<file path="config.mk">
export PLATFORM = sky130hd
export DESIGN_NAME = half_single_float_converter
export DESIGN_NICKNAME = d
export VERILOG_FILES = /design/src/hw/rtl/hsc_pkg.sv /design/src/hw/rtl/hsc_decode.sv /design/src/hw/rtl/hsc_round.sv /design/src/hw/rtl/half_single_float_converter.sv
export SDC_FILE = /design/constraint.sdc
export NUM_CORES = 1
export LEC_CHECK = 0
export BUFFER_PORTS_ARGS = -buffer_cell sky130_fd_sc_hd__buf_2
export CORE_ASPECT_RATIO = 2
export CORE_UTILIZATION = 50
export DETAILED_ROUTE_END_ITERATION = 16
export PLACE_DENSITY = 0.72
export SLEW_MARGIN = 25
export SYNTH_ARGS = -nofsm -noshare
export SYNTH_HDL_FRONTEND = slang
export SYNTH_HIERARCHICAL = 1
export SYNTH_SLANG_ARGS = --single-unit
</file>
<file path="constraint.sdc">
create_clock -name clk -period 3.95 [get_ports clk]
set_input_delay 0.5925 -clock clk [delete_from_list [all_inputs] [get_ports clk]]
set_output_delay 0.5925 -clock clk [all_outputs]
set_load 0.03 [all_outputs]
</file>
<file path="src/hw/rtl/hsc_pkg.sv">
package hsc_pkg;

  // How the second stage finishes a decoded word.
  typedef enum logic [1:0] {
    KIND_DONE,   // result and flags already final
    KIND_WSUB,   // half subnormal widened to single, needs normalizing shift
    KIND_SUB,    // single narrowed into the half subnormal range
    KIND_NORM    // single narrowed into the half normal range
  } kind_t;

  typedef struct packed {
    kind_t       kind;
    logic        sgn;
    logic [31:0] res;
    logic [23:0] sig;
    logic [4:0]  hexp;
    logic [3:0]  shamt;
    logic        sticky;
    logic        ovf;
    logic        unf;
  } dec_t;

  localparam logic [7:0]  F_EXP_SPECIAL  = 8'd255;
  localparam logic [7:0]  F_EXP_OVF      = 8'd143;
  localparam logic [7:0]  F_EXP_SUB_MAX  = 8'd112;
  localparam logic [7:0]  F_EXP_ZERO_MAX = 8'd102;
  localparam logic [7:0]  SUB_BASE       = 8'd113;
  localparam logic [7:0]  WIDEN_BIAS     = 8'd112;
  localparam logic [7:0]  WIDEN_SUB_BIAS = 8'd103;
  localparam logic [4:0]  H_EXP_SPECIAL  = 5'h1f;
  localparam logic [14:0] HALF_INF       = 15'h7c00;
  localparam logic [14:0] HALF_QNAN      = 15'h7c01;
  localparam logic [13:0] TIE_PAT        = 14'h1000;
  localparam logic [23:0] ROUND_HALF     = 24'h001000;
  localparam logic [15:0] HALF_INF_WORD  = 16'h7c00;

  // Position of the highest set bit of a nonzero half significand.
  function automatic logic [3:0] lead_pos(input logic [9:0] s);
    logic [3:0] p;
    p = 4'd0;
    for (int i = 0; i < 10; i++) begin
      if (s[i]) begin
        p = 4'(i);
      end
    end
    return p;
  endfunction

endpackage

</file>
<file path="src/hw/rtl/hsc_decode.sv">
module hsc_decode
  import hsc_pkg::*;
(
  input  logic        op,
  input  logic [31:0] value,
  output dec_t        dec
);

  logic        hs;
  logic [4:0]  hex;
  logic [9:0]  hm;
  logic [3:0]  p;
  logic        fs;
  logic [7:0]  fe;
  logic [22:0] fm;
  logic [7:0]  sub_sh;
  logic [23:0] sub_sig;
  logic [31:0] unf_mask;
  logic [31:0] stk_mask;
  logic [7:0]  nexp;

  assign hs       = value[15];
  assign hex      = value[14:10];
  assign hm       = value[9:0];
  assign p        = lead_pos(hm);
  assign fs       = value[31];
  assign fe       = value[30:23];
  assign fm       = value[22:0];
  assign sub_sh   = SUB_BASE - fe;
  assign sub_sig  = {1'b1, fm};
  assign unf_mask = (32'd1 << (5'd13 + {1'b0, sub_sh[3:0]})) - 32'd1;
  assign stk_mask = (32'd1 << sub_sh[3:0]) - 32'd1;
  assign nexp     = fe - F_EXP_SUB_MAX;

  always_comb begin
    dec      = '0;
    dec.kind = KIND_DONE;
    if (op) begin
      dec.sgn = hs;
      if (hex == 5'd0) begin
        if (hm == 10'd0) begin
          dec.res = {hs, 31'd0};
        end else begin
          // Subnormal half: exponent from the leading one, shift in stage two.
          dec.kind  = KIND_WSUB;
          dec.res   = {hs, WIDEN_SUB_BIAS + {4'd0, p}, 23'd0};
          dec.sig   = {14'd0, hm};
          dec.shamt = 4'd10 - p;
        end
      end else if (hex == H_EXP_SPECIAL) begin
        dec.res = {hs, F_EXP_SPECIAL, hm, 13'd0};
      end else begin
        dec.res = {hs, {3'd0, hex} + WIDEN_BIAS, hm, 13'd0};
      end
    end else begin
      dec.sgn = fs;
      if (fe >= F_EXP_OVF) begin
        if (fe == F_EXP_SPECIAL) begin
          if (fm == 23'd0) begin
            dec.res = {16'd0, fs, HALF_INF};
          end else if (fm[22:13] == 10'd0) begin
            // NaN whose payload sits only in dropped bits stays a NaN.
            dec.res = {16'd0, fs, HALF_QNAN};
          end else begin
            dec.res = {16'd0, fs, H_EXP_SPECIAL, fm[22:13]};
          end
        end else begin
          dec.ovf = 1'b1;
          dec.res = {16'd0, fs, HALF_INF};
        end
      end else if (fe <= F_EXP_SUB_MAX) begin
        if (fe < F_EXP_ZERO_MAX) begin
          dec.res = {16'd0, fs, 15'd0};
          dec.unf = |value[30:0];
        end else begin
          dec.kind   = KIND_SUB;
          dec.sig    = sub_sig;
          dec.shamt  = sub_sh[3:0];
          dec.unf    = |({8'd0, sub_sig} & unf_mask);
          dec.sticky = |({8'd0, sub_sig} & stk_mask);
        end
      end else begin
        dec.kind = KIND_NORM;
        dec.hexp = nexp[4:0];
        dec.sig  = {1'b0, fm};
      end
    end
  end

endmodule

</file>
<file path="src/hw/rtl/hsc_round.sv">
module hsc_round
  import hsc_pkg::*;
(
  input  dec_t        dec,
  input  logic        rte,
  output logic [31:0] result,
  output logic        ovf,
  output logic        unf
);

  logic [9:0]  norm;
  logic [23:0] shifted;
  logic [23:0] rsrc;
  logic        tie;
  logic [23:0] rsum;
  logic [15:0] hsum;

  assign norm    = 10'(dec.sig[9:0] << dec.shamt);
  assign shifted = dec.sig >> dec.shamt;
  assign rsrc    = (dec.kind == KIND_SUB) ? shifted : dec.sig;
  // In the subnormal range a tie only counts when the shift lost nothing.
  assign tie     = rte && (rsrc[13:0] == TIE_PAT) &&
                   !((dec.kind == KIND_SUB) && dec.sticky);
  assign rsum    = rsrc + (tie ? 24'd0 : ROUND_HALF);
  assign hsum    = {1'b0, dec.hexp, 10'd0} + {5'd0, rsum[23:13]};

  always_comb begin
    result = dec.res;
    ovf    = dec.ovf;
    unf    = dec.unf;
    case (dec.kind)
      KIND_DONE: begin
        result = dec.res;
      end
      KIND_WSUB: begin
        result = dec.res | {9'd0, norm, 13'd0};
      end
      KIND_SUB: begin
        result = {16'd0, dec.sgn, 4'd0, rsum[23:13]};
      end
      KIND_NORM: begin
        result = {16'd0, dec.sgn, hsum[14:0]};
        ovf    = (hsum == HALF_INF_WORD);
      end
      default: begin
        result = dec.res;
      end
    endcase
  end

endmodule

</file>
<file path="src/hw/rtl/half_single_float_converter.sv">
// Half/single float converter, binary16 <-> binary32 bit patterns.
// Input channel: in_valid, in_stall, in_operation (0 single to half,
// 1 half to single) and in_value. Result channel: out_valid, out_stall,
// out_result (a half result in bits 15..0, upper bits zero), out_overflow
// and out_underflow. A word moves when valid is high and stall is low.
// Configuration: cfg_valid/cfg_ready write cfg_round_ties_even; 1 rounds
// ties to even, 0 rounds half up. cfg_ready is always high; write only
// while no word is in flight.
// There are three register stages: an input register, a decode stage
// (classify, shift amount, leading-zero count) and a round stage (variable
// shift and round add) feeding the output register. out_valid rises once a
// word has passed the input and decode registers into the output register.
// Throughput is one word per cycle while out_stall is low. When out_stall
// is high the output word holds; empty stages still fill, so in_stall rises
// only once all three stages hold words. Reset empties the pipeline and sets
// ties-to-even.
module half_single_float_converter
  import hsc_pkg::*;
(
  input  logic        clk,
  input  logic        rst_n,
  input  logic        in_valid,
  output logic        in_stall,
  input  logic        in_operation,
  input  logic [31:0] in_value,
  output logic        out_valid,
  input  logic        out_stall,
  output logic [31:0] out_result,
  output logic        out_overflow,
  output logic        out_underflow,
  input  logic        cfg_valid,
  output logic        cfg_ready,
  input  logic        cfg_round_ties_even
);

  logic        rte_r;
  logic        v1_r, v2_r, v3_r;
  logic        op1_r;
  logic [31:0] val1_r;
  dec_t        dec2_r;
  logic [31:0] res3_r;
  logic        ovf3_r, unf3_r;
  logic        load1, load2, load3;
  dec_t        dec_nxt;
  logic [31:0] res_nxt;
  logic        ovf_nxt, unf_nxt;

  assign load3 = !v3_r || !out_stall;
  assign load2 = !v2_r || load3;
  assign load1 = !v1_r || load2;

  assign in_stall      = !load1;
  assign cfg_ready     = 1'b1;
  assign out_valid     = v3_r;
  assign out_result    = res3_r;
  assign out_overflow  = ovf3_r;
  assign out_underflow = unf3_r;

  hsc_decode u_decode (
    .op    (op1_r),
    .value (val1_r),
    .dec   (dec_nxt)
  );

  hsc_round u_round (
    .dec    (dec2_r),
    .rte    (rte_r),
    .result (res_nxt),
    .ovf    (ovf_nxt),
    .unf    (unf_nxt)
  );

  always_ff @(posedge clk) begin
    if (!rst_n) begin
      rte_r <= 1'b1;
      v1_r  <= 1'b0;
      v2_r  <= 1'b0;
      v3_r  <= 1'b0;
    end else begin
      if (cfg_valid && cfg_ready) begin
        rte_r <= cfg_round_ties_even;
      end
      if (load1) begin
        v1_r <= in_valid;
      end
      if (load2) begin
        v2_r <= v1_r;
      end
      if (load3) begin
        v3_r <= v2_r;
      end
    end
  end

  always_ff @(posedge clk) begin
    if (load1 && in_valid) begin
      op1_r  <= in_operation;
      val1_r <= in_value;
    end
    if (load2 && v1_r) begin
      dec2_r <= dec_nxt;
    end
    if (load3 && v2_r) begin
      res3_r <= res_nxt;
      ovf3_r <= ovf_nxt;
      unf3_r <= unf_nxt;
    end
  end

endmodule

</file>
== Word-level counts from Yosys, hierarchy flattened ==
Index checks and enable logic that the tools add are counted.
Word-level totals
  register bits after elaboration: 142
Cells by class
  shifts and indexed selects: 4
  reduce and logical (&&, ||, !) cells: 27
  multiplexer cells: 41
  $add $sub $neg: 10
  equality and inequality tests: 7
  bitwise gates (word level): 5
  order comparisons: 3
Operators by type and width (number)
  one-hot mux 32 bit (4 select lines): 1
  2-to-1 mux 31 bit: 3
  2-to-1 mux 24 bit: 3
  bitwise AND 24 x 32 -> 32 bit: 2
  OR reduction 32 bit: 2
  subtractor 32 x 1 -> 32 bit (second input constant): 2
  2-to-1 mux 59 bit: 1
  2-to-1 mux 10 bit: 5
  2-to-1 mux 16 bit: 3
  2-to-1 mux 34 bit: 1
  OR 32 x 23 -> 32 bit: 1
  << shifter 1 x 4 -> 32 bit (first input constant): 1
  << shifter 1 x 5 -> 32 bit (first input constant): 1
  OR reduction 31 bit: 1
  adder 24 bit: 1
  right shift 24 x 4 -> 24 bit: 1
  zero test 23 bit: 1
  zero test 10 bit: 2
  2-to-1 mux 4 bit: 5
  adder 15 x 11 -> 16 bit: 1
  equality test 16 x 15 -> 1 bit (second input constant): 1
  2-to-1 mux 5 bit: 3
  equality test 14 x 13 -> 1 bit (second input constant): 1
  2-to-1 mux 13 bit: 1
  other kinds (26): 53

== Depth between registers and ports, before layout ==
  word-level depth: 13
  gate-level depth with buffers: 20

== Hierarchy ==
The synthesis kept the hierarchy.
By module, submodules not included
  half_single_float_converter: seq. area each 4224.1 um^2, area an instance 4315.4 um^2, times used 1, cells each 156
  hsc_decode: seq. area each 0.0 um^2, area an instance 2174.6 um^2, times used 1, cells each 353
  hsc_round: seq. area each 0.0 um^2, area an instance 2093.3 um^2, times used 1, cells each 282

== Worst setup path before layout ==
OpenSTA, ideal clock, no wires.
  kind: reg-to-reg
  start: register dec2_r[4] (netlist name)
  end: register ovf3_r (netlist: out_overflow), data pin
  data required time: 3805 ps
  arrival: 3823 ps
  buffers on the path: 5
  setup slack: -17 ps
  library setup time: 145 ps
  cell stages (with the launch flop): 20
  clock period less this slack: 3967 ps
  cells stage by stage: edfxtp_1 > buf_6 > buf_8 > buf_2 > buf_1 > clkbuf_1 > mux2i_1 > nand3_1 > o22ai_1 > o2111ai_1 > nand2_1 > a32oi_1 > ha_1 > and3_1 > a31o_1 > nor4b_4 > xor2_1 > nand4b_1 > or4b_1 > o21ai_1
On the way
  word-level cells in the longest chain between the ends: 10
RTL lines
  from (decl): line half_single_float_converter.sv:40  | dec_t dec2_r;
  from (signal assigned): line half_single_float_converter.sv:101  | dec2_r <= dec_nxt;
  right shift 24 x 4 -> 24 bit *: line hsc_round.sv:19  | assign shifted = dec.sig >> dec.shamt;
  2-to-1 mux 24 bit *: line hsc_round.sv:20  | assign rsrc = (dec.kind == KIND_SUB) ? shifted : dec.sig;
  equality test 14 x 13 -> 1 bit: line hsc_round.sv:22  | assign tie = rte && (rsrc[13:0] == TIE_PAT) &&
  logical AND 1 bit (2 in series): line hsc_round.sv:22
  2-to-1 mux 13 bit: line hsc_round.sv:24  | assign rsum = rsrc + (tie ? 24'd0 : ROUND_HALF);
  adder 24 bit *: line hsc_round.sv:24
  adder 15 x 11 -> 16 bit *: line hsc_round.sv:25  | assign hsum = {1'b0, dec.hexp, 10'd0} + {5'd0, rsum[23:13]};
  equality test 16 x 15 -> 1 bit *: line hsc_round.sv:43  | ovf = (hsum == HALF_INF_WORD);
  2-to-1 mux 1 bit *: line hsc_round.sv:31  | case (dec.kind)
  named net ovf_nxt: line half_single_float_converter.sv:46  | logic ovf_nxt, unf_nxt;
  to (signal assigned): line half_single_float_converter.sv:105  | ovf3_r <= ovf_nxt;
  to (decl): line half_single_float_converter.sv:42  | logic ovf3_r, unf3_r;
Mark *: on every way through the listed nets, which the timed path passes. The rest lies on a longest branch.
A chain may end at the register's enable or synchronous reset.

== Worst setup path in the final report ==
Same ends and word-level chain as after synthesis.

==> results.json <==
{
  "final_core_util_pct": 61.5,
  "synth-compound-area-share_pct": 15.3,
  "swShare_pct": 27.9,
  "grt_pass1_wl_um": 39400,
  "cp-startpoint": "dec2_r[4]",
  "clkTransAtPathRegs_ns": 0.07,
  "switching_power_mw": 1.10,
  "cts_tree": "yes",
  "clock_latency_ns": 0.43,
  "rr_startpoint": "dec2_r[4]",
  "hold_path_class": "primary input to register",
  "synth_cell_types": 91,
  "crit_required_ns": 4.24,
  "endpoint": "out_overflow",
  "drt-initial-drc-count": 447,
  "antenna_left": 0,
  "cts_buffers": 17,
  "fp.dieW_um": 94.6,
  "crit_type": "register to register",
  "comb_power_share_pct": 14.7,
  "async_flop_share_pct": 0,
  "start_kind": "register",
  "synth_fa_ha_area_share_pct": 1.60,
  "grt_max_degree": 72,
  "fin_crit_sh_pct": 101,
  "clock_skew_ns": 0.00766,
  "place_inst": 1097,
  "worst_slew_pin_slew_ns": 0.932,
  "peakVddDrop_mv": 0.318,
  "ctsHoldBuffers": 0,
  "initial_utilization_pct": 51.2,
  "rsz0062_at_grt": "yes",
  "portBuffers": 74,
  "cp.arrival_ns": 4.26,
  "internal_power_mw": 2.84,
  "fin_cells": 1136,
  "drc": 0,
  "synth_simple_gate_area_share_pct": 19.7,
  "power_mw": 3.93,
  "avgSynthCellArea_um2": 10.9,
  "synth_xor_area_share_pct": 2.33,
  "ys_seq_elements": 142,
  "vias": 7109,
  "synth_cells": 791,
  "fp.dieH_um": 187,
  "htreeDepth": 4,
  "overflow": 0,
  "finalHoldViolations": 0,
  "crit_fanout": 8,
  "violations": "negative setup slack",
  "r2r-end": "out_overflow",
  "slew_headroom_pct": 37.7,
  "max-cap-violations": 0,
  "layout_setup_ws_ns": -0.0199,
  "grt_pass1_vias": 7201,
  "synth_top_family_by_area": "simple AND/OR/NAND/NOR gates",
  "powerDensity_nw_per_um2": 381,
  "r2r_slack_ns": -0.02,
  "io_pins": 76,
  "fmax_mhz": 252,
  "grt_use_total_pct": 30.5,
  "clock_path_buffers": 2,
  "outcome": "finished, violations left",
  "clockRootBuffer": "clkbuf_16",
  "rows": 67,
  "final_max_slew_viol_count": 0,
  "seq_power_share_pct": 45.3,
  "post_drt_wl_per_cell_um": 22.7,
  "wirelength_um": 25800,
  "cts_num_sinks": 142,
  "nNetsFinal": 966,
  "reg2reg_depth": 15,
  "power.leakage_nw": 3.90,
  "dp_hpwl_um": 19100,
  "synth-edff-count": 138,
  "seq_area_frac_synth_pct": 49.2,
  "antenna_found_initial": 0,
  "final.min_clock_period_ns": 3.97,
  "area_delta_synth_final_pct": 20.1,
  "yosysWarnings": 6,
  "synth.area.mux_share_pct": 7.97,
  "synth_area_um2": 8580,
  "drt_first_pass_iters": 6,
  "ys.flop_type": "edfxtp_1",
  "diodes": 0,
  "drive_gt1_share_pct": 27.3,
  "dieArea_um2": 17700,
  "avgViaCountPerCell": 6.26,
  "gp_congestion": 1.01,
  "core_area_um2": 16800,
  "finalSetupViolCount": 1,
  "clockPowerShare_pct": 40.0,
  "worst_setup_path_end_kind": "register"
}
==> cell type report <==
cell class	instances	area (um2)
multi-input combinational	580	4160
timing repair buffer	152	1000
fill	1401	6450
tap	207	259
clock inverter	14	155
inverter	23	86.3
sequential	142	4220
clock buffer	18	429
==> per-stage QoR <==
stage | TNS, ns | setup slack, ns | hold WS [ns] | cell area, um2
2_1_floorplan | 0 | 0.0806 | 0.444 | 8590
3_3_place_gp | -0.0810 | -0.0810 | 0.436 | 9540
3_5_place_dp | -0.159 | -0.149 | 0.430 | 9560
4_1_cts | 0 | 0.0182 | 0.321 | 10200
5_1_grt | -0.321 | -0.135 | 0.318 | 10300
6_report | -0.0199 | -0.0199 | 0.331 | 10300
==> worst max-delay path, stage by stage (launching register included) <==
cell and delay [ns]:
edfxtp_1 0.45, buf_6 0.18, buf_4 0.13, mux2_2 0.27, mux4_2 0.49, or3b_4 0.40, a21oi_4 0.15, a32oi_2 0.14
ha_2 0.21, and3_1 0.16, a31o_1 0.18, nor4b_4 0.13, xor2_1 0.16, nand4b_1 0.18, or4b_1 0.47, o21ai_1 0.12
==> synth_stat cells, types with 6 or more instances <==
cell type | count | area [um2]
edfxtp_1 | 138 | 4140
nor2_1 | 63 | 236
nand2_1 | 58 | 218
and2_1 | 47 | 294
nor3_1 | 33 | 165
a21oi_1 | 30 | 150
o21ai_0 | 30 | 150
nor2b_1 | 27 | 169
clkbuf_1 | 24 | 90.1
mux2i_1 | 23 | 230
mux2_2 | 19 | 214
inv_1 | 17 | 63.8
nand3_1 | 15 | 75.1
nand2b_1 | 12 | 75.1
a211oi_1 | 11 | 82.6
ha_1 | 11 | 138
xor2_1 | 11 | 96.3
a31oi_1 | 10 | 62.6
xnor2_1 | 10 | 87.6
and3_1 | 9 | 56.3
mux4_2 | 9 | 203
o31ai_1 | 8 | 60.1
buf_1 | 7 | 26.3
buf_2 | 7 | 35.0
a32o_1 | 6 | 60.1
nand3b_1 | 6 | 45.0
nor4_1 | 6 | 37.5
nor4b_1 | 6 | 52.6
o21a_1 | 6 | 45.0
o22ai_1 | 6 | 37.5
o2bb2ai_1 | 6 | 52.6
==> how the worst min path moves through the flow <==
stage / depth (start not counted) / slack (ns) / start / end
2_1_floorplan: 2 / 0.44 / v1_r / v2_r
3_3_place_gp: 0 / 0.44 / dec2_r[0] / out_underflow
3_5_place_dp: 0 / 0.43 / dec2_r[0] / out_underflow
4_1_cts: 1 / 0.32 / in_value[13] / val1_r[13]
5_1_grt: 1 / 0.32 / in_value[21] / val1_r[21]
6_report: 1 / 0.33 / in_value[13] / val1_r[13]
==> layout by cell type (no fill, tap or decap), drive strengths merged, types with 6 or more instances in the layout <==
cell type and n:
a211oi 11, a21oi 30, a31oi 10, a32o 6, and2 47, and3 9
buf 152, clkbuf 18, clkinv 7, edfxtp 138, ha 11, inv 26
mux2 22, mux2i 23, mux4 9, nand2 58, nand2b 12, nand3 17
nand3b 6, nor2 64, nor2b 27, nor3 35, nor4 7, nor4b 7
o21a 6, o21ai 32, o22ai 6, o2bb2ai 6, o31ai 8, xnor2 10
xor2 12
==> power groups by stage <==
| stage | clock network (mW) | registers (mW) | logic [mW] |
|---|---|---|---|
| after global placement | 0 | 1.81 | 0.547 |
| after global routing | 1.65 | 1.78 | 0.618 |
| final | 1.57 | 1.78 | 0.577 |
| after CTS | 1.59 | 1.78 | 0.559 |
| after detailed placement | 0 | 1.81 | 0.551 |
| after floorplan | 0 | 1.81 | 0.357 |
==> cell families (layout without fill, tap and decap cells) <==
kind of cell    count (synthesis)  after routing
other cells                     2              3
xor+xnor                       22             22
simple gates                  310            310
buf+inv                        70            207
compound gates                180            180
fa+ha+maj                      11             11
mux                            54             54
flops                         142            142
==> routing by layer <==
layer,global-route usage (%),wire length (um),up-vias,part of all wire (%)
met3,4.80,1130,121,4.4
met5,0,0,-,0
met2,53.8,14000,308,54
li1,-,-,3243,-
met1,30.6,8560,3437,33
met4,24.4,2080,0,8.0
==> flip-flops by register name (all words and copies together), names as in the netlist <==
signal	count
dec2_r	71
out_result	32
val1_r	32
op1_r	1
out_overflow	1
out_underflow	1
out_valid	1
rte_r	1
v1_r	1
v2_r	1
==> what timing repair did <==
item | in CTS | in global routing
resized for setup | 7 | 17
pin swaps | 3 | 7
setup buffers | 2 | 5
endpoints found under the setup margin | 3 | 3
Power figures use the tool's default switching activity.
